--- config.mk ---
export PLATFORM = sky130hd
export DESIGN_NAME = mouse_packet_cursor_selection
export DESIGN_NICKNAME = d
export VERILOG_FILES = /design/src/mpcs_pkg.sv /design/src/mpcs_fifo.sv /design/src/mpcs_front.sv /design/src/mpcs_back.sv /design/src/mouse_packet_cursor_selection.sv
export SDC_FILE = /design/constraint.sdc
export NUM_CORES = 1
export LEC_CHECK = 0
export BUFFER_PORTS_ARGS = -buffer_cell sky130_fd_sc_hd__buf_2
export CORE_AREA = 8 8 179 181
export CTS_BUF_LIST = sky130_fd_sc_hd__clkbuf_4
export CTS_CLUSTER_DIAMETER = 40
export DETAILED_ROUTE_END_ITERATION = 16
export DIE_AREA = 0 0 187 189
export PLACE_DENSITY = 0.72
export SLEW_MARGIN = 20
export SYNTH_ARGS = -nofsm -noshare
export SYNTH_HDL_FRONTEND = slang
export SYNTH_SLANG_ARGS = --single-unit
--- constraint.sdc ---
create_clock -name aclk -period 22 [get_ports aclk]
set_input_delay 6.6 -clock aclk [delete_from_list [all_inputs] [get_ports aclk]]
set_output_delay 6.6 -clock aclk [all_outputs]
set_load 0.005 [all_outputs]
--- src/mpcs_pkg.sv ---
// ----------------------------------------------------------------------------
// mpcs_pkg
// Types and constants shared by the mouse packet / cursor selection block.
// ----------------------------------------------------------------------------
package mpcs_pkg;

    typedef enum logic [2:0] {
        CMD_UNDO_SEL  = 3'd0,
        CMD_DRAW_SEL  = 3'd1,
        CMD_REFRESH   = 3'd2,
        CMD_PASTE     = 3'd3,
        CMD_ERASE_CUR = 3'd4,
        CMD_DRAW_CUR  = 3'd5
    } cmd_t;

    typedef enum logic [1:0] {
        PH_HEADER = 2'd0,
        PH_X      = 2'd1,
        PH_Y      = 2'd2
    } phase_t;

    localparam logic [1:0] CFG_COLUMNS = 2'd0;
    localparam logic [1:0] CFG_ROWS    = 2'd1;

    localparam logic [7:0] RESET_COLUMNS = 8'd80;
    localparam logic [7:0] RESET_ROWS    = 8'd25;
    localparam logic [7:0] RESET_CURSOR  = 8'd10;

    // header bits
    localparam int HDR_LEFT   = 0;
    localparam int HDR_RIGHT  = 1;
    localparam int HDR_SYNC   = 3;
    localparam int HDR_XSIGN  = 4;
    localparam int HDR_YSIGN  = 5;
    localparam int HDR_XOVF   = 6;
    localparam int HDR_YOVF   = 7;

    // reciprocal scaling for the speed divisor
    localparam int DIV_SHIFT = 17;

    // command slots of one packet, emitted lowest first
    localparam int NUM_STEPS    = 7;
    localparam int ST_UNDO      = 0;
    localparam int ST_DRAW_SEL  = 1;
    localparam int ST_REF_SEL   = 2;
    localparam int ST_PASTE     = 3;
    localparam int ST_ERASE     = 4;
    localparam int ST_DRAW_CUR  = 5;
    localparam int ST_REFRESH   = 6;

    typedef struct packed {
        logic              left;
        logic              right;
        logic signed [9:0] dx;
        logic signed [9:0] dy;
    } packet_t;

    typedef struct packed {
        logic [7:0] row_start;
        logic [7:0] col_start;
        logic [7:0] row_end;
        logic [7:0] col_end;
    } rect_t;

    typedef struct packed {
        logic       full;
        logic       valid;
    } fifo_status_t;

    function automatic rect_t order_rect(input logic [7:0] a_row, input logic [7:0] a_col,
                                         input logic [7:0] e_row, input logic [7:0] e_col);
        rect_t r;
        if ((e_row < a_row) || ((e_row == a_row) && (e_col < a_col))) begin
            r = '{row_start: e_row, col_start: e_col, row_end: a_row, col_end: a_col};
        end else begin
            r = '{row_start: a_row, col_start: a_col, row_end: e_row, col_end: e_col};
        end
        return r;
    endfunction

endpackage

--- src/mpcs_fifo.sv ---
// ----------------------------------------------------------------------------
// mpcs_fifo
// Short register queue between the packet front end and the command sequencer.
// ----------------------------------------------------------------------------
module mpcs_fifo #(
    parameter int WIDTH = 22,
    parameter int DEPTH = 2
) (
    input  logic                  aclk,
    input  logic                  aresetn,
    input  logic                  push,
    input  logic [WIDTH-1:0]      push_data,
    input  logic                  pop,
    output logic [WIDTH-1:0]      pop_data,
    output mpcs_pkg::fifo_status_t status
);
    localparam int PTR_W = (DEPTH > 1) ? $clog2(DEPTH) : 1;
    localparam int CNT_W = $clog2(DEPTH + 1);
    localparam logic [PTR_W-1:0] LAST_PTR = PTR_W'(DEPTH - 1);
    localparam logic [CNT_W-1:0] FULL_CNT = CNT_W'(DEPTH);

    logic [WIDTH-1:0] mem_reg [DEPTH];
    logic [PTR_W-1:0] wr_ptr_reg, wr_ptr_next;
    logic [PTR_W-1:0] rd_ptr_reg, rd_ptr_next;
    logic [CNT_W-1:0] count_reg, count_next;
    logic             do_push, do_pop;

    assign status.full  = (count_reg == FULL_CNT);
    assign status.valid = (count_reg != '0);
    assign do_push      = push && !status.full;
    assign do_pop       = pop && status.valid;
    assign pop_data     = mem_reg[rd_ptr_reg];

    always_comb begin
        wr_ptr_next = wr_ptr_reg;
        rd_ptr_next = rd_ptr_reg;
        count_next  = count_reg;
        if (do_push) begin
            wr_ptr_next = (wr_ptr_reg == LAST_PTR) ? '0 : wr_ptr_reg + 1'b1;
        end
        if (do_pop) begin
            rd_ptr_next = (rd_ptr_reg == LAST_PTR) ? '0 : rd_ptr_reg + 1'b1;
        end
        case ({do_push, do_pop})
            2'b10:   count_next = count_reg + 1'b1;
            2'b01:   count_next = count_reg - 1'b1;
            default: count_next = count_reg;
        endcase
    end

    always_ff @(posedge aclk) begin
        if (!aresetn) begin
            wr_ptr_reg <= '0;
            rd_ptr_reg <= '0;
            count_reg  <= '0;
        end else begin
            wr_ptr_reg <= wr_ptr_next;
            rd_ptr_reg <= rd_ptr_next;
            count_reg  <= count_next;
        end
    end

    always_ff @(posedge aclk) begin
        if (do_push) begin
            mem_reg[wr_ptr_reg] <= push_data;
        end
    end

endmodule

--- src/mpcs_front.sv ---
// ----------------------------------------------------------------------------
// mpcs_front
// Byte framing into three-byte packets, sync recovery, overflow filtering and
// scaling of both deltas by the speed divisor.
// ----------------------------------------------------------------------------
module mpcs_front #(
    parameter int SPEED_DIVISOR = 10
) (
    input  logic              aclk,
    input  logic              aresetn,
    input  logic              byte_accept,
    input  logic [7:0]        data_byte,
    input  logic              from_aux,
    output logic              push,
    output mpcs_pkg::packet_t push_pkt
);
    import mpcs_pkg::*;

    localparam int RECIP   = ((2 ** DIV_SHIFT) + SPEED_DIVISOR - 1) / SPEED_DIVISOR;
    localparam int RECIP_W = DIV_SHIFT + 1;
    localparam int MUL_W   = 9 + RECIP_W;

    phase_t     phase_reg, phase_next;
    logic [7:0] header_reg, header_next;
    logic [7:0] x_reg, x_next;

    function automatic logic signed [9:0] scale_delta(input logic [7:0] low, input logic neg);
        logic [8:0]       mag;
        logic [MUL_W-1:0] prod;
        logic [8:0]       q;
        mag  = neg ? (9'd256 - {1'b0, low}) : {1'b0, low};
        prod = MUL_W'(mag) * MUL_W'(RECIP);
        q    = prod[DIV_SHIFT +: 9];
        return neg ? -$signed({1'b0, q}) : $signed({1'b0, q});
    endfunction

    always_comb begin
        phase_next  = phase_reg;
        header_next = header_reg;
        x_next      = x_reg;
        if (byte_accept && from_aux) begin
            case (phase_reg)
                PH_X: begin
                    x_next     = data_byte;
                    phase_next = PH_Y;
                end
                PH_Y: begin
                    phase_next = PH_HEADER;
                end
                default: begin
                    phase_next = PH_HEADER;
                    if (data_byte[HDR_SYNC]) begin
                        header_next = data_byte;
                        phase_next  = PH_X;
                    end
                end
            endcase
        end
    end

    always_comb begin
        push = 1'b0;
        if (byte_accept && from_aux && (phase_reg == PH_Y)) begin
            push = !(header_reg[HDR_XOVF] || header_reg[HDR_YOVF]);
        end
    end

    assign push_pkt.left  = header_reg[HDR_LEFT];
    assign push_pkt.right = header_reg[HDR_RIGHT];
    assign push_pkt.dx    = scale_delta(x_reg, header_reg[HDR_XSIGN]);
    assign push_pkt.dy    = scale_delta(data_byte, header_reg[HDR_YSIGN]);

    always_ff @(posedge aclk) begin
        if (!aresetn) begin
            phase_reg  <= PH_HEADER;
            header_reg <= '0;
            x_reg      <= '0;
        end else begin
            phase_reg  <= phase_next;
            header_reg <= header_next;
            x_reg      <= x_next;
        end
    end

endmodule

--- src/mpcs_back.sv ---
// ----------------------------------------------------------------------------
// mpcs_back
// Command sequencer: applies a packet to selection and cursor state and emits
// its display commands one per cycle, while m_tready allows, through a registered output stage.
// ----------------------------------------------------------------------------
module mpcs_back (
    input  logic              aclk,
    input  logic              aresetn,
    input  logic [7:0]        screen_columns,
    input  logic [7:0]        screen_rows,
    input  logic              pkt_valid,
    input  mpcs_pkg::packet_t pkt,
    output logic              pkt_pop,
    output logic              m_tvalid,
    input  logic              m_tready,
    output logic [39:0]       m_tdata,
    output logic              m_tlast
);
    import mpcs_pkg::*;

    logic                 sel_reg, sel_next;
    logic                 rheld_reg, rheld_next;
    logic [7:0]           cur_col_reg, cur_col_next;
    logic [7:0]           cur_row_reg, cur_row_next;
    logic [7:0]           anc_col_reg, anc_col_next;
    logic [7:0]           anc_row_reg, anc_row_next;
    logic [7:0]           end_col_reg, end_col_next;
    logic [7:0]           end_row_reg, end_row_next;
    logic [NUM_STEPS-1:0] mask_reg, mask_next, mask_new, low_bit, mask_left;
    rect_t                undo_rect_reg, undo_rect_next;
    rect_t                draw_rect_reg, draw_rect_next;
    logic [7:0]           old_col_reg, old_row_reg;
    logic [7:0]           new_col_reg, new_row_reg;

    logic                 out_valid_reg, out_valid_next;
    cmd_t                 out_cmd_reg, out_cmd;
    rect_t                out_rect_reg, out_rect;
    logic                 out_last_reg;

    logic                 out_free, emit;
    logic signed [10:0]   nc, nr;

    assign out_free  = !out_valid_reg || m_tready;
    assign emit      = (mask_reg != '0) && out_free;
    assign low_bit   = mask_reg & (~mask_reg + 1'b1);
    assign mask_left = mask_reg & ~low_bit;
    assign pkt_pop   = pkt_valid && (emit ? (mask_left == '0) : (mask_reg == '0));

    assign nc = $signed({3'b000, cur_col_reg}) + $signed({pkt.dx[9], pkt.dx});
    assign nr = $signed({3'b000, cur_row_reg}) - $signed({pkt.dy[9], pkt.dy});

    // packet entry: state update and command plan
    always_comb begin
        sel_next       = sel_reg;
        rheld_next     = rheld_reg;
        cur_col_next   = cur_col_reg;
        cur_row_next   = cur_row_reg;
        anc_col_next   = anc_col_reg;
        anc_row_next   = anc_row_reg;
        end_col_next   = end_col_reg;
        end_row_next   = end_row_reg;
        undo_rect_next = order_rect(anc_row_reg, anc_col_reg, end_row_reg, end_col_reg);
        draw_rect_next = sel_reg ? order_rect(anc_row_reg, anc_col_reg, cur_row_reg, cur_col_reg)
                                 : order_rect(cur_row_reg, cur_col_reg, cur_row_reg, cur_col_reg);
        mask_new              = '0;
        mask_new[ST_ERASE]    = 1'b1;
        mask_new[ST_DRAW_CUR] = 1'b1;
        mask_new[ST_REFRESH]  = 1'b1;
        if (pkt.left) begin
            mask_new[ST_UNDO]     = sel_reg;
            mask_new[ST_DRAW_SEL] = 1'b1;
            end_col_next          = cur_col_reg;
            end_row_next          = cur_row_reg;
            if (!sel_reg) begin
                sel_next     = 1'b1;
                anc_col_next = cur_col_reg;
                anc_row_next = cur_row_reg;
            end
        end else if (sel_reg) begin
            mask_new[ST_UNDO]    = 1'b1;
            mask_new[ST_REF_SEL] = 1'b1;
            sel_next             = 1'b0;
        end
        mask_new[ST_PASTE] = !pkt.right && rheld_reg;
        rheld_next         = pkt.right;
        if (!nc[10] && (nc[9:8] == 2'b00) && (nc[7:0] < screen_columns)) begin
            cur_col_next = nc[7:0];
        end
        if (!nr[10] && (nr[9:8] == 2'b00) && (nr[7:0] < screen_rows)) begin
            cur_row_next = nr[7:0];
        end
        mask_next = emit ? mask_left : mask_reg;
        if (pkt_pop) begin
            mask_next = mask_new;
        end
    end

    // command of the lowest pending slot
    always_comb begin
        out_cmd  = CMD_REFRESH;
        out_rect = '0;
        if (low_bit[ST_UNDO]) begin
            out_cmd  = CMD_UNDO_SEL;
            out_rect = undo_rect_reg;
        end else if (low_bit[ST_DRAW_SEL]) begin
            out_cmd  = CMD_DRAW_SEL;
            out_rect = draw_rect_reg;
        end else if (low_bit[ST_PASTE]) begin
            out_cmd  = CMD_PASTE;
        end else if (low_bit[ST_ERASE]) begin
            out_cmd  = CMD_ERASE_CUR;
            out_rect = '{row_start: old_row_reg, col_start: old_col_reg,
                         row_end: 8'd0, col_end: 8'd0};
        end else if (low_bit[ST_DRAW_CUR]) begin
            out_cmd  = CMD_DRAW_CUR;
            out_rect = '{row_start: new_row_reg, col_start: new_col_reg,
                         row_end: 8'd0, col_end: 8'd0};
        end
        out_valid_next = emit ? 1'b1 : (out_valid_reg && !m_tready);
    end

    always_ff @(posedge aclk) begin
        if (!aresetn) begin
            sel_reg       <= 1'b0;
            rheld_reg     <= 1'b0;
            cur_col_reg   <= RESET_CURSOR;
            cur_row_reg   <= RESET_CURSOR;
            anc_col_reg   <= '0;
            anc_row_reg   <= '0;
            end_col_reg   <= '0;
            end_row_reg   <= '0;
            mask_reg      <= '0;
            out_valid_reg <= 1'b0;
        end else begin
            if (pkt_pop) begin
                sel_reg     <= sel_next;
                rheld_reg   <= rheld_next;
                cur_col_reg <= cur_col_next;
                cur_row_reg <= cur_row_next;
                anc_col_reg <= anc_col_next;
                anc_row_reg <= anc_row_next;
                end_col_reg <= end_col_next;
                end_row_reg <= end_row_next;
            end
            mask_reg      <= mask_next;
            out_valid_reg <= out_valid_next;
        end
    end

    always_ff @(posedge aclk) begin
        if (pkt_pop) begin
            undo_rect_reg <= undo_rect_next;
            draw_rect_reg <= draw_rect_next;
            old_col_reg   <= cur_col_reg;
            old_row_reg   <= cur_row_reg;
            new_col_reg   <= cur_col_next;
            new_row_reg   <= cur_row_next;
        end
        if (emit) begin
            out_cmd_reg  <= out_cmd;
            out_rect_reg <= out_rect;
            out_last_reg <= (mask_left == '0);
        end
    end

    assign m_tvalid = out_valid_reg;
    assign m_tlast  = out_last_reg;
    assign m_tdata  = {5'b00000, out_rect_reg.col_end, out_rect_reg.row_end,
                       out_rect_reg.col_start, out_rect_reg.row_start, out_cmd_reg};

endmodule

--- src/mouse_packet_cursor_selection.sv ---
// A packet passes the packet queue, the command sequencer and its registered output stage in turn.
// Throughput: one command per cycle while m_tready is high; a packet yields 3 to 6 commands,
// set by the command sequencer; bytes are taken every cycle while the packet queue has room.
// Reset: synchronous, active low; cursor at (10,10), 80 columns, 25 rows, no selection.
// ----------------------------------------------------------------------------
// mouse_packet_cursor_selection
// Mouse packet decoder driving a text cursor, drag selection and paste requests.
// ----------------------------------------------------------------------------
module mouse_packet_cursor_selection #(
    parameter int SPEED_DIVISOR = 10,
    parameter int QUEUE_DEPTH   = 2
) (
    input  logic        aclk,
    input  logic        aresetn,
    input  logic        s_tvalid,
    output logic        s_tready,
    input  logic [7:0]  s_tdata,   // [7:0] data_byte
    input  logic        s_tuser,   // [0] from_aux
    output logic        m_tvalid,
    input  logic        m_tready,
    output logic [39:0] m_tdata,   // [2:0] command, [10:3] row_start, [18:11] col_start,
                                   // [26:19] row_end, [34:27] col_end, [39:35] zero
    output logic        m_tlast,   // [0] last
    input  logic        cfg_valid,
    output logic        cfg_ready,
    input  logic [1:0]  cfg_index,
    input  logic [7:0]  cfg_data
);
    import mpcs_pkg::*;

    logic [7:0]   cols_reg, rows_reg;
    logic         push, pop;
    packet_t      push_pkt, pop_pkt;
    fifo_status_t q_status;

    assign cfg_ready = 1'b1;
    assign s_tready  = !q_status.full;

    always_ff @(posedge aclk) begin
        if (!aresetn) begin
            cols_reg <= RESET_COLUMNS;
            rows_reg <= RESET_ROWS;
        end else if (cfg_valid && cfg_ready) begin
            case (cfg_index)
                CFG_COLUMNS: cols_reg <= cfg_data;
                CFG_ROWS:    rows_reg <= cfg_data;
                default:     ;
            endcase
        end
    end

    mpcs_front #(
        .SPEED_DIVISOR(SPEED_DIVISOR)
    ) u_front (
        .aclk       (aclk),
        .aresetn    (aresetn),
        .byte_accept(s_tvalid && s_tready),
        .data_byte  (s_tdata),
        .from_aux   (s_tuser),
        .push       (push),
        .push_pkt   (push_pkt)
    );

    mpcs_fifo #(
        .WIDTH($bits(packet_t)),
        .DEPTH(QUEUE_DEPTH)
    ) u_queue (
        .aclk     (aclk),
        .aresetn  (aresetn),
        .push     (push),
        .push_data(push_pkt),
        .pop      (pop),
        .pop_data (pop_pkt),
        .status   (q_status)
    );

    mpcs_back u_back (
        .aclk          (aclk),
        .aresetn       (aresetn),
        .screen_columns(cols_reg),
        .screen_rows   (rows_reg),
        .pkt_valid     (q_status.valid),
        .pkt           (pop_pkt),
        .pkt_pop       (pop),
        .m_tvalid      (m_tvalid),
        .m_tready      (m_tready),
        .m_tdata       (m_tdata),
        .m_tlast       (m_tlast)
    );

endmodule

==> impl_results.html, run 1 <==
<table>
<tr><th>Metric</th><th>Value</th></tr>
<tr><th colspan="2">Critical path</th></tr>
<tr><td>Maximum net fanout on the critical path</td><td>6</td></tr>
<tr><td>Crit path DAT</td><td>11.96 ns</td></tr>
<tr><td>Crit path capture type</td><td>register</td></tr>
<tr><td>Setup crit start kind</td><td>primary input</td></tr>
<tr><td>Worst setup path startpoint</td><td>s_tdata[5]</td></tr>
<tr><td>Worst Path Required</td><td>22.39 ns</td></tr>
<tr><td>R2R Path Start</td><td>u_front.header_reg[4]$_SDFFE_PN0P_</td></tr>
<tr><td>Start-to-end type of the worst setup path</td><td>in -&gt; reg</td></tr>
<tr><td>Worst setup slack for register-to-register paths</td><td>16.07 ns</td></tr>
<tr><th colspan="2">Layout</th></tr>
<tr><td>Most frequent cells in the layout</td><td>sky130_fd_sc_hd__edfxtp_1, sky130_fd_sc_hd__ha_1, sky130_fd_sc_hd__nand2_1</td></tr>
<tr><td>Commonest non-fill, non-tap cell in the layout</td><td>sky130_fd_sc_hd__edfxtp_1</td></tr>
<tr><td>Net count reported at finish</td><td>1761</td></tr>
<tr><td>Post-route cell area</td><td>0.01765 mm²</td></tr>
<tr><td>Proportion of layout cells with a drive suffix above 1</td><td>18.64%</td></tr>
<tr><td>Core Util, Final</td><td>60.35%</td></tr>
<tr><td># fillers</td><td>2470</td></tr>
<tr><td>Largest register FFs</td><td>44</td></tr>
<tr><td>P&amp;R area growth vs syn</td><td>11.09%</td></tr>
<tr><th colspan="2">Drt</th></tr>
<tr><td>Number of vias in the routed layout</td><td>10820</td></tr>
<tr><td>Remaining antenna violation count after routing</td><td>0</td></tr>
<tr><td>Starting DRC count in detailed routing</td><td>597</td></tr>
<tr><td>Met3 Wirelength</td><td>1.783 mm</td></tr>
<tr><td>Routed length on met1</td><td>14.06 mm</td></tr>
<tr><td>Top sig layer</td><td>met5</td></tr>
<tr><td>WL per Instance</td><td>15.97 µm</td></tr>
<tr><td>Number of iterations in the first detailed-routing pass</td><td>7</td></tr>
<tr><td>Routed wire length on met2</td><td>15.20 mm</td></tr>
<tr><td>Routed WL</td><td>31.79 mm</td></tr>
<tr><td>DRC violation count after routing</td><td>0</td></tr>
<tr><td>Post-DR vias/cell</td><td>5.438</td></tr>
<tr><th colspan="2">Synthesis</th></tr>
<tr><td>Cells after Synth</td><td>1447</td></tr>
<tr><td>Mean Syn Cell Area</td><td>10.98 µm²</td></tr>
<tr><td>Basic-gate share of the synthesized area counting and, or, nand and nor cells</td><td>10.05%</td></tr>
<tr><td>Share of the yosys chip area belonging to registers</td><td>45.24%</td></tr>
<tr><td>Xor-xnor portion of the synthesized cell area</td><td>3.087%</td></tr>
<tr><td>Portion of synthesized cell area occupied by the leading cell type</td><td>33.27%</td></tr>
<tr><td>Adder-cell area share of the yosys netlist</td><td>17.80%</td></tr>
<tr><td>Combinational family with the most area after synthesis</td><td>adder cells</td></tr>
<tr><td>Multiplexer share of the synthesized area</td><td>9.277%</td></tr>
<tr><td>Synth cell types</td><td>65</td></tr>
<tr><td>Main area contributors after synthesis</td><td>sky130_fd_sc_hd__edfxtp_1, sky130_fd_sc_hd__ha_1, sky130_fd_sc_hd__dfxtp_1</td></tr>
<tr><td>Compound-cell area share of the yosys netlist</td><td>9.907%</td></tr>
<tr><td>Fraction of registers with async set/reset</td><td>0%</td></tr>
<tr><td>Flops &amp; latches, synth</td><td>271</td></tr>
<tr><td>Synth area leader</td><td>sky130_fd_sc_hd__edfxtp_1</td></tr>
<tr><td>Top FF cell, synth</td><td>sky130_fd_sc_hd__edfxtp_1</td></tr>
<tr><td>Yosys warning total</td><td>0</td></tr>
<tr><td>Number of synthesized flops with an enable pin</td><td>176</td></tr>
<tr><td>Cell Area, Synth</td><td>0.01589 mm²</td></tr>
<tr><th colspan="2">Pwr</th></tr>
<tr><td>Switch share</td><td>34.40%</td></tr>
<tr><td>Total internal power</td><td>1.271 mW</td></tr>
<tr><td>Clock Power Share</td><td>25.9%</td></tr>
<tr><td>P_sw</td><td>666.6 µW</td></tr>
<tr><td>Maximum VDD drop</td><td>0.08355 mV</td></tr>
<tr><td>Part of the total power dissipated in sequential elements</td><td>38.6%</td></tr>
<tr><td>Share of total power in combinational logic</td><td>35.6%</td></tr>
<tr><td>Ratio of total power to cell area</td><td>109.8 mW/mm²</td></tr>
<tr><td>Leak pwr</td><td>7.563 nW</td></tr>
<tr><th colspan="2">Clock network</th></tr>
<tr><td>Count of cells resized by post-cts repair</td><td>0</td></tr>
<tr><td>Root buffer cell</td><td>sky130_fd_sc_hd__clkbuf_4</td></tr>
<tr><td>TritonCTS clock tree</td><td>done</td></tr>
<tr><td>CTS max path bufs</td><td>3</td></tr>
<tr><td>Clock insertion delay at the later pin of the skew report</td><td>0.68 ns</td></tr>
<tr><td>Total clock buffers created by CTS</td><td>73</td></tr>
<tr><td>Clock H-tree levels</td><td>3</td></tr>
<tr><td>Post-CTS setup buffer count</td><td>0</td></tr>
<tr><td>Clk pin slew, worst setup/hold paths</td><td>0.06 ns</td></tr>
<tr><td>Post-CTS Hold Fix Bufs</td><td>0</td></tr>
<tr><td>Total number of clock tree sinks</td><td>271</td></tr>
<tr><th colspan="2">STA</th></tr>
<tr><td>Hold WS</td><td>0.4583 ns</td></tr>
<tr><td>Hold Violations, Final</td><td>0</td></tr>
<tr><td>Final critical path time including I/O delays and setup</td><td>11.57 ns</td></tr>
<tr><td>Worst-Margin Slew</td><td>1.143 ns</td></tr>
<tr><td>Max_slew headroom</td><td>23.56%</td></tr>
<tr><td>Final setup viols</td><td>0</td></tr>
<tr><td>Total Negative Setup Slacks</td><td>0 ns</td></tr>
<tr><td>Fraction of the cycle the final worst path needs</td><td>52.61%</td></tr>
<tr><td>Top achievable clock speed</td><td>0.08640 GHz</td></tr>
<tr><td>Worst Skew</td><td>0.04077 ns</td></tr>
<tr><td>Number of max-slew violations in the final report</td><td>0</td></tr>
<tr><td>RSZ-0062 raised after global routing</td><td>false</td></tr>
<tr><th colspan="2">Min path</th></tr>
<tr><td>Worst min-delay path class</td><td>reg -&gt; reg</td></tr>
<tr><td>Source of the worst hold timing path</td><td>u_front.header_reg[1]$_SDFFE_PN0P_</td></tr>
<tr><th colspan="2">Global routing</th></tr>
<tr><td>Maximum number of pins on one net before global-route repair</td><td>78</td></tr>
<tr><td>Initial antenna violation count</td><td>5</td></tr>
<tr><td>Total overflow reported by the global router</td><td>0</td></tr>
<tr><td>Number of global-route vias before repair</td><td>11270</td></tr>
<tr><td>First-pass GRT wire length</td><td>53.41 mm</td></tr>
<tr><td>Global-route usage over all layers</td><td>18.14%</td></tr>
<tr><th colspan="2">Floorplanning</th></tr>
<tr><td># IOs</td><td>68</td></tr>
<tr><td>Placement Rows</td><td>63</td></tr>
<tr><td>Placeable core region</td><td>0.02924 mm²</td></tr>
<tr><td>Vert. Die Dim</td><td>189 µm</td></tr>
<tr><td>Width of the die</td><td>187 µm</td></tr>
<tr><td>Area of the die</td><td>0.03534 mm²</td></tr>
<tr><td>Initial standard-cell utilization of the core</td><td>54.33%</td></tr>
<tr><th colspan="2">Job</th></tr>
<tr><td>Number of max-capacitance violations reported</td><td>0</td></tr>
<tr><th colspan="2">Place</th></tr>
<tr><td>Total placed instance area</td><td>0.01655 mm²</td></tr>
<tr><td>Final estimated routing congestion in global placement</td><td>0.8478</td></tr>
<tr><td>Post-DP HPWL</td><td>22.98 mm</td></tr>
<tr><td>Number of buffers added on ports</td><td>61</td></tr>
<tr><th colspan="2">Status</th></tr>
<tr><td>Outcome</td><td>finished, final reports clean</td></tr>
</table>
==> synthesized netlist by cell type, types with 32 or more instances <==
library cell	number
sky130_fd_sc_hd__xnor2_1	32
sky130_fd_sc_hd__ha_1	154
sky130_fd_sc_hd__fa_1	44
sky130_fd_sc_hd__inv_1	133
sky130_fd_sc_hd__mux2_2	82
sky130_fd_sc_hd__a21oi_1	90
sky130_fd_sc_hd__nor2_1	83
sky130_fd_sc_hd__nand2_1	144
sky130_fd_sc_hd__clkbuf_1	38
sky130_fd_sc_hd__mux2i_1	55
sky130_fd_sc_hd__dfxtp_1	95
sky130_fd_sc_hd__o21ai_0	48
sky130_fd_sc_hd__edfxtp_1	176
==> through the flow <==
stage | power, mW | cells | setup slack (ns)
final | 1.938 | 1990 | 10.43
after global routing | 2.077 | 1990 | 10.14
after CTS | 1.961 | 1989 | 10.48
after detailed placement | 1.452 | 1854 | 9.788
after global placement | 1.432 | 1854 | 9.842
after floorplan | 1.268 | 1451 | 10.41
==> worst paths after layout <==
path,to,cells past startpoint
setup reg to reg,u_queue.mem_reg[1][15]$_DFFE_PP_,18
hold reg to reg,u_queue.mem_reg[1][20]$_DFFE_PP_,0
setup / recovery,u_queue.mem_reg[1][5]$_DFFE_PP_,19
hold / removal,u_queue.mem_reg[1][20]$_DFFE_PP_,0
==> area by class of cell <==
type / count / area (µm²) / share of cell area [%]
diodes: 1 / 2.502 / 0.01418
well taps: 390 / 488.0 / 2.765
repair buffers: 68 / 357.8 / 2.028
flip-flops and latches: 271 / 7187 / 40.72
clock buffers: 121 / 908.4 / 5.147
multi-input cells: 992 / 8030 / 45.50
clock inverters: 14 / 173.9 / 0.9854
inverters: 133 / 501.7 / 2.843
==> power by group through the flow <==
| stage | logic (mW) | registers [mW] | clock network (mW) |
|---|---|---|---|
| 2_1_floorplan | 0.502 | 0.766 | 0 |
| 3_3_place_gp | 0.678 | 0.753 | 0 |
| 3_5_place_dp | 0.694 | 0.759 | 0 |
| 4_1_cts | 0.699 | 0.748 | 0.515 |
| 5_1_grt | 0.778 | 0.759 | 0.541 |
| 6_report | 0.690 | 0.747 | 0.501 |
==> metal layers <==
| layer | global-route usage [%] | vias to the layer above |
|---|---|---|
| li1 | - | 5382 |
| met1 | 21.36 | 5149 |
| met2 | 31.63 | 226 |
| met3 | 4.470 | 57 |
| met4 | 6.995 | 8 |
| met5 | 0 | - |
==> critical path, stage by stage <==
cell,delay [ns]
sky130_fd_sc_hd__buf_2,0.13
sky130_fd_sc_hd__or4_1,0.54
sky130_fd_sc_hd__nor4b_1,0.59
sky130_fd_sc_hd__ha_1,0.38
sky130_fd_sc_hd__fa_1,0.54
sky130_fd_sc_hd__fa_1,0.54
sky130_fd_sc_hd__inv_1,0.06
sky130_fd_sc_hd__fa_1,0.50
sky130_fd_sc_hd__inv_1,0.04
sky130_fd_sc_hd__ha_1,0.26
sky130_fd_sc_hd__nand2_1,0.06
sky130_fd_sc_hd__nor3_1,0.24
sky130_fd_sc_hd__a2bb2oi_1,0.14
sky130_fd_sc_hd__a311oi_1,0.50
sky130_fd_sc_hd__a31o_2,0.30
sky130_fd_sc_hd__o21ai_0,0.10
sky130_fd_sc_hd__a31oi_1,0.15
sky130_fd_sc_hd__o22ai_1,0.10
sky130_fd_sc_hd__xor2_1,0.18
==> cell families (layout without fill, tap and decap cells) <==
group	after synthesis	in the layout
AND/OR/NAND/NOR	347	347
flip-flops	271	271
buffers and inverters	188	336
XOR/XNOR	56	56
other	2	7
adder cells (fa/ha/maj)	200	200
multiplexers	137	137
AO/OA/AOI/OAI	246	246
Power figures use the tool's default switching activity.
==> run 2: changes to the inputs <==
--- a/config.mk
+++ b/config.mk
@@ -5,12 +5,13 @@
 export SDC_FILE = /design/constraint.sdc
 export NUM_CORES = 1
 export LEC_CHECK = 0
+export ABC_AREA = 1
 export BUFFER_PORTS_ARGS = -buffer_cell sky130_fd_sc_hd__buf_2
-export CORE_AREA = 8 8 179 181
+export CORE_AREA = 8 8 184 186
 export CTS_BUF_LIST = sky130_fd_sc_hd__clkbuf_4
 export CTS_CLUSTER_DIAMETER = 40
 export DETAILED_ROUTE_END_ITERATION = 16
-export DIE_AREA = 0 0 187 189
+export DIE_AREA = 0 0 192 194
 export PLACE_DENSITY = 0.72
 export SLEW_MARGIN = 20
 export SYNTH_ARGS = -nofsm -noshare
==> constraint.sdc (replaced) <==
create_clock -name aclk -period 11.8 [get_ports aclk]
set_input_delay 3.54 -clock aclk [delete_from_list [all_inputs] [get_ports aclk]]
set_output_delay 3.54 -clock aclk [all_outputs]
set_load 0.005 [all_outputs]
==> run 2 against run 1 <==
Worst hold slack worse by 0.0026 ns. Register-to-register slack worse by 10 ns. Sequential cell count unchanged. Sequential power up 110%. Global-route usage up 1.6 points. Die area up 5.4%. Cell area up 3.6%. Core utilization down 1.5 points. Critical path type unchanged. Largest cell class unchanged. Highest routed layer unchanged.
==> impl_results.html, run 2 <==
<table>
<tr><th>Metric</th><th>Value</th></tr>
<tr><th colspan="2">Synthesis</th></tr>
<tr><td>Main area contributors after synthesis</td><td>sky130_fd_sc_hd__edfxtp_1, sky130_fd_sc_hd__ha_1, sky130_fd_sc_hd__dfxtp_1 (unchanged)</td></tr>
<tr><td>Cells after Synth</td><td>1918 (was 1447)</td></tr>
<tr><td>Number of synthesized flops with an enable pin</td><td>176 (unchanged)</td></tr>
<tr><td>Cell Area, Synth</td><td>0.01673 mm² (was 0.01589 mm²)</td></tr>
<tr><td>Share of the yosys chip area belonging to registers</td><td>42.95% (was 45.24%)</td></tr>
<tr><td>Fraction of registers with async set/reset</td><td>0% (unchanged)</td></tr>
<tr><td>Portion of synthesized cell area occupied by the leading cell type</td><td>31.59% (was 33.27%)</td></tr>
<tr><td>Synth cell types</td><td>46 (was 65)</td></tr>
<tr><td>Yosys warning total</td><td>0 (unchanged)</td></tr>
<tr><td>Most common library cells after synthesis</td><td>sky130_fd_sc_hd__nand2_1, sky130_fd_sc_hd__inv_1, sky130_fd_sc_hd__edfxtp_1 (was sky130_fd_sc_hd__edfxtp_1, sky130_fd_sc_hd__ha_1, sky130_fd_sc_hd__nand2_1)</td></tr>
<tr><td>Top FF cell, synth</td><td>sky130_fd_sc_hd__edfxtp_1 (unchanged)</td></tr>
<tr><td>Flops &amp; latches, synth</td><td>271 (unchanged)</td></tr>
<tr><td>Mean Syn Cell Area</td><td>8.724 µm² (was 10.98 µm²)</td></tr>
<tr><td>Count leader, synth</td><td>sky130_fd_sc_hd__nand2_1 (was sky130_fd_sc_hd__edfxtp_1)</td></tr>
<tr><td>Synth area leader</td><td>sky130_fd_sc_hd__edfxtp_1 (unchanged)</td></tr>
<tr><th colspan="2">Critical path</th></tr>
<tr><td>Register-to-Register Path Depth</td><td>22 (was 18)</td></tr>
<tr><td>Endpoint of the most critical register-to-register path</td><td>u_queue.mem_reg[1][4]$_DFFE_PP_ (was u_queue.mem_reg[1][15]$_DFFE_PP_)</td></tr>
<tr><td>CP max stage delay</td><td>0.56 ns (was 0.59 ns)</td></tr>
<tr><td>R2R Path Start</td><td>u_front.header_reg[5]$_SDFFE_PN0P_ (was u_front.header_reg[4]$_SDFFE_PN0P_)</td></tr>
<tr><td>Family of cells with the greatest summed delay on the critical path</td><td>adder cells (unchanged)</td></tr>
<tr><td>Worst setup slack for register-to-register paths</td><td>6.08 ns (was 16.07 ns)</td></tr>
<tr><td>Stages on the worst setup path</td><td>27 (was 19)</td></tr>
<tr><td>Maximum net fanout on the critical path</td><td>7 (was 6)</td></tr>
<tr><td>Setup crit start kind</td><td>primary input (unchanged)</td></tr>
<tr><td>Crit-path most repeated cell</td><td>sky130_fd_sc_hd__nand2_1 (was sky130_fd_sc_hd__fa_1)</td></tr>
<tr><td>Crit path capture type</td><td>register (unchanged)</td></tr>
<tr><td>Number of buffers and inverters on the critical path</td><td>7 (was 3)</td></tr>
<tr><td>Start-to-end type of the worst setup path</td><td>in -&gt; reg (unchanged)</td></tr>
<tr><td>Crit path DAT</td><td>8.46 ns (was 11.96 ns)</td></tr>
<tr><td>Worst Path Required</td><td>12.21 ns (was 22.39 ns)</td></tr>
<tr><td>Crit path max-delay cell type</td><td>sky130_fd_sc_hd__nor4_1 (was sky130_fd_sc_hd__nor4b_1)</td></tr>
<tr><th colspan="2">Status</th></tr>
<tr><td>Outcome</td><td>finished, final reports clean (unchanged)</td></tr>
<tr><th colspan="2">Clock network</th></tr>
<tr><td>Clk pin slew, worst setup/hold paths</td><td>0.06 ns (about the same)</td></tr>
<tr><td>Total number of clock tree sinks</td><td>271 (unchanged)</td></tr>
<tr><td>Clock H-tree levels</td><td>3 (unchanged)</td></tr>
<tr><td>Clock insertion delay at the later pin of the skew report</td><td>0.70 ns (was 0.68 ns)</td></tr>
<tr><td>Total clock buffers created by CTS</td><td>71 (was 73)</td></tr>
<tr><td>Root buffer cell</td><td>sky130_fd_sc_hd__clkbuf_4 (unchanged)</td></tr>
<tr><td>CTS max path bufs</td><td>3 (unchanged)</td></tr>
<tr><td>Post-CTS Hold Fix Bufs</td><td>0 (unchanged)</td></tr>
<tr><td>Count of cells resized by post-cts repair</td><td>0 (unchanged)</td></tr>
<tr><td>TritonCTS clock tree</td><td>done (unchanged)</td></tr>
<tr><td>Post-CTS setup buffer count</td><td>0 (unchanged)</td></tr>
<tr><th colspan="2">Global routing</th></tr>
<tr><td>Total overflow reported by the global router</td><td>0 (unchanged)</td></tr>
<tr><td>Initial antenna violation count</td><td>6 (was 5)</td></tr>
<tr><td>First-pass GRT wire length</td><td>60.76 mm (was 53.41 mm)</td></tr>
<tr><td>Global-route usage over all layers</td><td>19.78% (was 18.14%)</td></tr>
<tr><td>Number of global-route vias before repair</td><td>12820 (was 11270)</td></tr>
<tr><td>Maximum number of pins on one net before global-route repair</td><td>92 (was 78)</td></tr>
<tr><th colspan="2">Floorplanning</th></tr>
<tr><td>Initial standard-cell utilization of the core</td><td>53.86% (was 54.33%)</td></tr>
<tr><td># IOs</td><td>68 (unchanged)</td></tr>
<tr><td>Area of the die</td><td>0.03725 mm² (was 0.03534 mm²)</td></tr>
<tr><td>Placement Rows</td><td>65 (was 63)</td></tr>
<tr><td>Width of the die</td><td>192 µm (was 187 µm)</td></tr>
<tr><td>Vert. Die Dim</td><td>194 µm (was 189 µm)</td></tr>
<tr><td>Placeable core region</td><td>0.03107 mm² (was 0.02924 mm²)</td></tr>
<tr><th colspan="2">Min path</th></tr>
<tr><td>Worst min-delay path class</td><td>reg -&gt; reg (unchanged)</td></tr>
<tr><td>Worst-case hold path end point</td><td>u_queue.rd_ptr_reg$_SDFFE_PN0P_ (was u_queue.mem_reg[1][20]$_DFFE_PP_)</td></tr>
<tr><td>Source of the worst hold timing path</td><td>u_queue.rd_ptr_reg$_SDFFE_PN0P_ (was u_front.header_reg[1]$_SDFFE_PN0P_)</td></tr>
<tr><td>Min-Delay Path Depth</td><td>1 (was 0)</td></tr>
<tr><th colspan="2">Drt</th></tr>
<tr><td>Remaining antenna violation count after routing</td><td>0 (unchanged)</td></tr>
<tr><td>Routed WL</td><td>36.53 mm (was 31.79 mm)</td></tr>
<tr><td>Post-DR vias/cell</td><td>5.274 (was 5.438)</td></tr>
<tr><td>Starting DRC count in detailed routing</td><td>911 (was 597)</td></tr>
<tr><td>WL per Instance</td><td>14.83 µm (was 15.97 µm)</td></tr>
<tr><td>DRC violation count after routing</td><td>0 (unchanged)</td></tr>
<tr><td>Number of iterations in the first detailed-routing pass</td><td>5 (was 7)</td></tr>
<tr><td>Number of vias in the routed layout</td><td>12990 (was 10820)</td></tr>
<tr><th colspan="2">Layout</th></tr>
<tr><td>Net count reported at finish</td><td>2228 (was 1761)</td></tr>
<tr><td>Most frequent cells in the layout</td><td>sky130_fd_sc_hd__nand2_1, sky130_fd_sc_hd__inv_1, sky130_fd_sc_hd__edfxtp_1 (was sky130_fd_sc_hd__edfxtp_1, sky130_fd_sc_hd__ha_1, sky130_fd_sc_hd__nand2_1)</td></tr>
<tr><td>P&amp;R area growth vs syn</td><td>9.324% (was 11.09%)</td></tr>
<tr><td>Commonest non-fill, non-tap cell in the layout</td><td>sky130_fd_sc_hd__nand2_1 (was sky130_fd_sc_hd__edfxtp_1)</td></tr>
<tr><td>Largest register FFs</td><td>44 (unchanged)</td></tr>
<tr><td># fillers</td><td>2750 (was 2470)</td></tr>
<tr><td>Proportion of layout cells with a drive suffix above 1</td><td>10.78% (was 18.64%)</td></tr>
<tr><th colspan="2">STA</th></tr>
<tr><td>Final critical path time including I/O delays and setup</td><td>8.045 ns</td></tr>
<tr><td>Setup slack of the critical path after layout</td><td>3.755 ns (was 10.43 ns)</td></tr>
<tr><td>Max_slew headroom</td><td>25.84% (was 23.56%)</td></tr>
<tr><td>Final setup viols</td><td>0 (unchanged)</td></tr>
<tr><td>Top achievable clock speed</td><td>0.1243 GHz</td></tr>
<tr><td>Hold Violations, Final</td><td>0 (unchanged)</td></tr>
<tr><td>Total Negative Setup Slacks</td><td>0 ns (unchanged)</td></tr>
<tr><td>RSZ-0062 raised after global routing</td><td>false (unchanged)</td></tr>
<tr><td>Worst-Margin Slew</td><td>1.112 ns (was 1.143 ns)</td></tr>
<tr><td>Number of max-slew violations in the final report</td><td>0 (unchanged)</td></tr>
<tr><td>Worst Skew</td><td>0.06050 ns (was 0.04077 ns)</td></tr>
<tr><td>Fraction of the cycle the final worst path needs</td><td>68.17%</td></tr>
<tr><th colspan="2">Place</th></tr>
<tr><td>Final estimated routing congestion in global placement</td><td>0.9092 (was 0.8478)</td></tr>
<tr><td>Post-DP HPWL</td><td>27.24 mm (was 22.98 mm)</td></tr>
<tr><td>Number of buffers added on ports</td><td>61 (unchanged)</td></tr>
<tr><td>Post-Place Setup Slack</td><td>3.119 ns (was 9.788 ns)</td></tr>
<tr><th colspan="2">Pwr</th></tr>
<tr><td>Maximum VDD drop</td><td>0.2553 mV (was 0.08355 mV)</td></tr>
<tr><td>Leak pwr</td><td>8.452 nW (was 7.563 nW)</td></tr>
<tr><td>Ratio of total power to cell area</td><td>243.8 mW/mm² (was 109.8 mW/mm²)</td></tr>
<tr><th colspan="2">Job</th></tr>
<tr><td>Number of max-capacitance violations reported</td><td>0 (unchanged)</td></tr>
</table>
run 2: logic make-up after synthesis:
kind of cell | share of synthesized area (%)
adders and majority gates | 16.78
buffers and inverters | 8.300
DFF | 42.95
muxes | 1.137
AOI/OAI and AO/OA | 10.29
other | 0.04488
and+or+nand+nor | 18.93
xor gates and xnor gates | 1.570
run 2: how the worst max path moves through the flow:
stage,startpoint,to,slack [ns]
5_1_grt,s_tdata[0],u_queue.mem_reg[0][4]$_DFFE_PP_,3.42
6_report,s_tdata[0],u_queue.mem_reg[1][4]$_DFFE_PP_,3.76
3_3_place_gp,s_tdata[0],u_queue.mem_reg[0][4]$_DFFE_PP_,3.31
3_5_place_dp,s_tdata[0],u_queue.mem_reg[0][4]$_DFFE_PP_,3.12
2_1_floorplan,s_tdata[0],u_queue.mem_reg[0][4]$_DFFE_PP_,3.90
4_1_cts,s_tdata[0],u_queue.mem_reg[1][4]$_DFFE_PP_,3.85
run 2: layout make-up:
| cell class | count | area, µm² | share of cell area (%) |
|---|---|---|---|
| Sequential cell | 271 | 7187 | 39.29 |
| Timing Repair Buffer | 70 | 372.9 | 2.038 |
| Tap cell | 402 | 503.0 | 2.750 |
| Inverter | 287 | 1082 | 5.917 |
| Multi-Input combinational cell | 1305 | 8204 | 44.85 |
| Clock inverter | 19 | 127.6 | 0.6977 |
| Antenna cell | 2 | 5.005 | 0.02736 |
| Clock buffer | 108 | 810.8 | 4.432 |
run 2: worst reg2reg max path, stage by stage, from the launching register on:
cell and delay, ns:
sky130_fd_sc_hd__dfxtp_1 0.71, sky130_fd_sc_hd__inv_1 0.33, sky130_fd_sc_hd__nor4_1 0.71, sky130_fd_sc_hd__ha_1 0.39
sky130_fd_sc_hd__fa_1 0.55, sky130_fd_sc_hd__fa_1 0.53, sky130_fd_sc_hd__inv_1 0.05, sky130_fd_sc_hd__fa_1 0.49
sky130_fd_sc_hd__inv_1 0.04, sky130_fd_sc_hd__ha_1 0.32, sky130_fd_sc_hd__a21oi_1 0.20, sky130_fd_sc_hd__nand2_1 0.10
sky130_fd_sc_hd__a21oi_1 0.17, sky130_fd_sc_hd__nand2_1 0.07, sky130_fd_sc_hd__nand2_1 0.06, sky130_fd_sc_hd__nand2_1 0.09
sky130_fd_sc_hd__inv_1 0.08, sky130_fd_sc_hd__ha_1 0.18, sky130_fd_sc_hd__nand3_1 0.10, sky130_fd_sc_hd__nand2_1 0.11
sky130_fd_sc_hd__nand2_1 0.06, sky130_fd_sc_hd__nand2_1 0.05, sky130_fd_sc_hd__inv_1 0.04
run 2: stage by stage:
step,total power [mW],area [µm²],instances,util [%],hold slack [ns]
after floorplan,3.099,16750,1922,-,0.4256
after global placement,3.580,17340,2335,55.80,0.4378
after detailed placement,3.643,17350,2335,55.84,0.4439
after CTS,4.492,18290,2462,58.86,0.4577
after global routing,4.857,18290,2463,58.87,0.4777
final,4.460,18290,2464,58.88,0.4558
run 2: report_power, final:
| group | total (mW) | internal [mW] | leakage, nW | switching [mW] |
|---|---|---|---|---|
| combinational | 2.03 | 0.652 | 5.46 | 1.38 |
| clock | 0.837 | 0.461 | 0.564 | 0.375 |
| sequential | 1.59 | 1.46 | 2.43 | 0.140 |
run 2: routing by layer:
metal / global-route usage (%) / share of wire [%] / vias to the layer above / wire [µm]
met4: 7.102 / 2.7 / 8 / 986
met3: 4.442 / 6.0 / 94 / 2201
met1: 24.23 / 44 / 5933 / 16080
li1: - / - / 6640 / -
met2: 33.59 / 47 / 319 / 17210
met5: 0 / 0.16 / - / 57
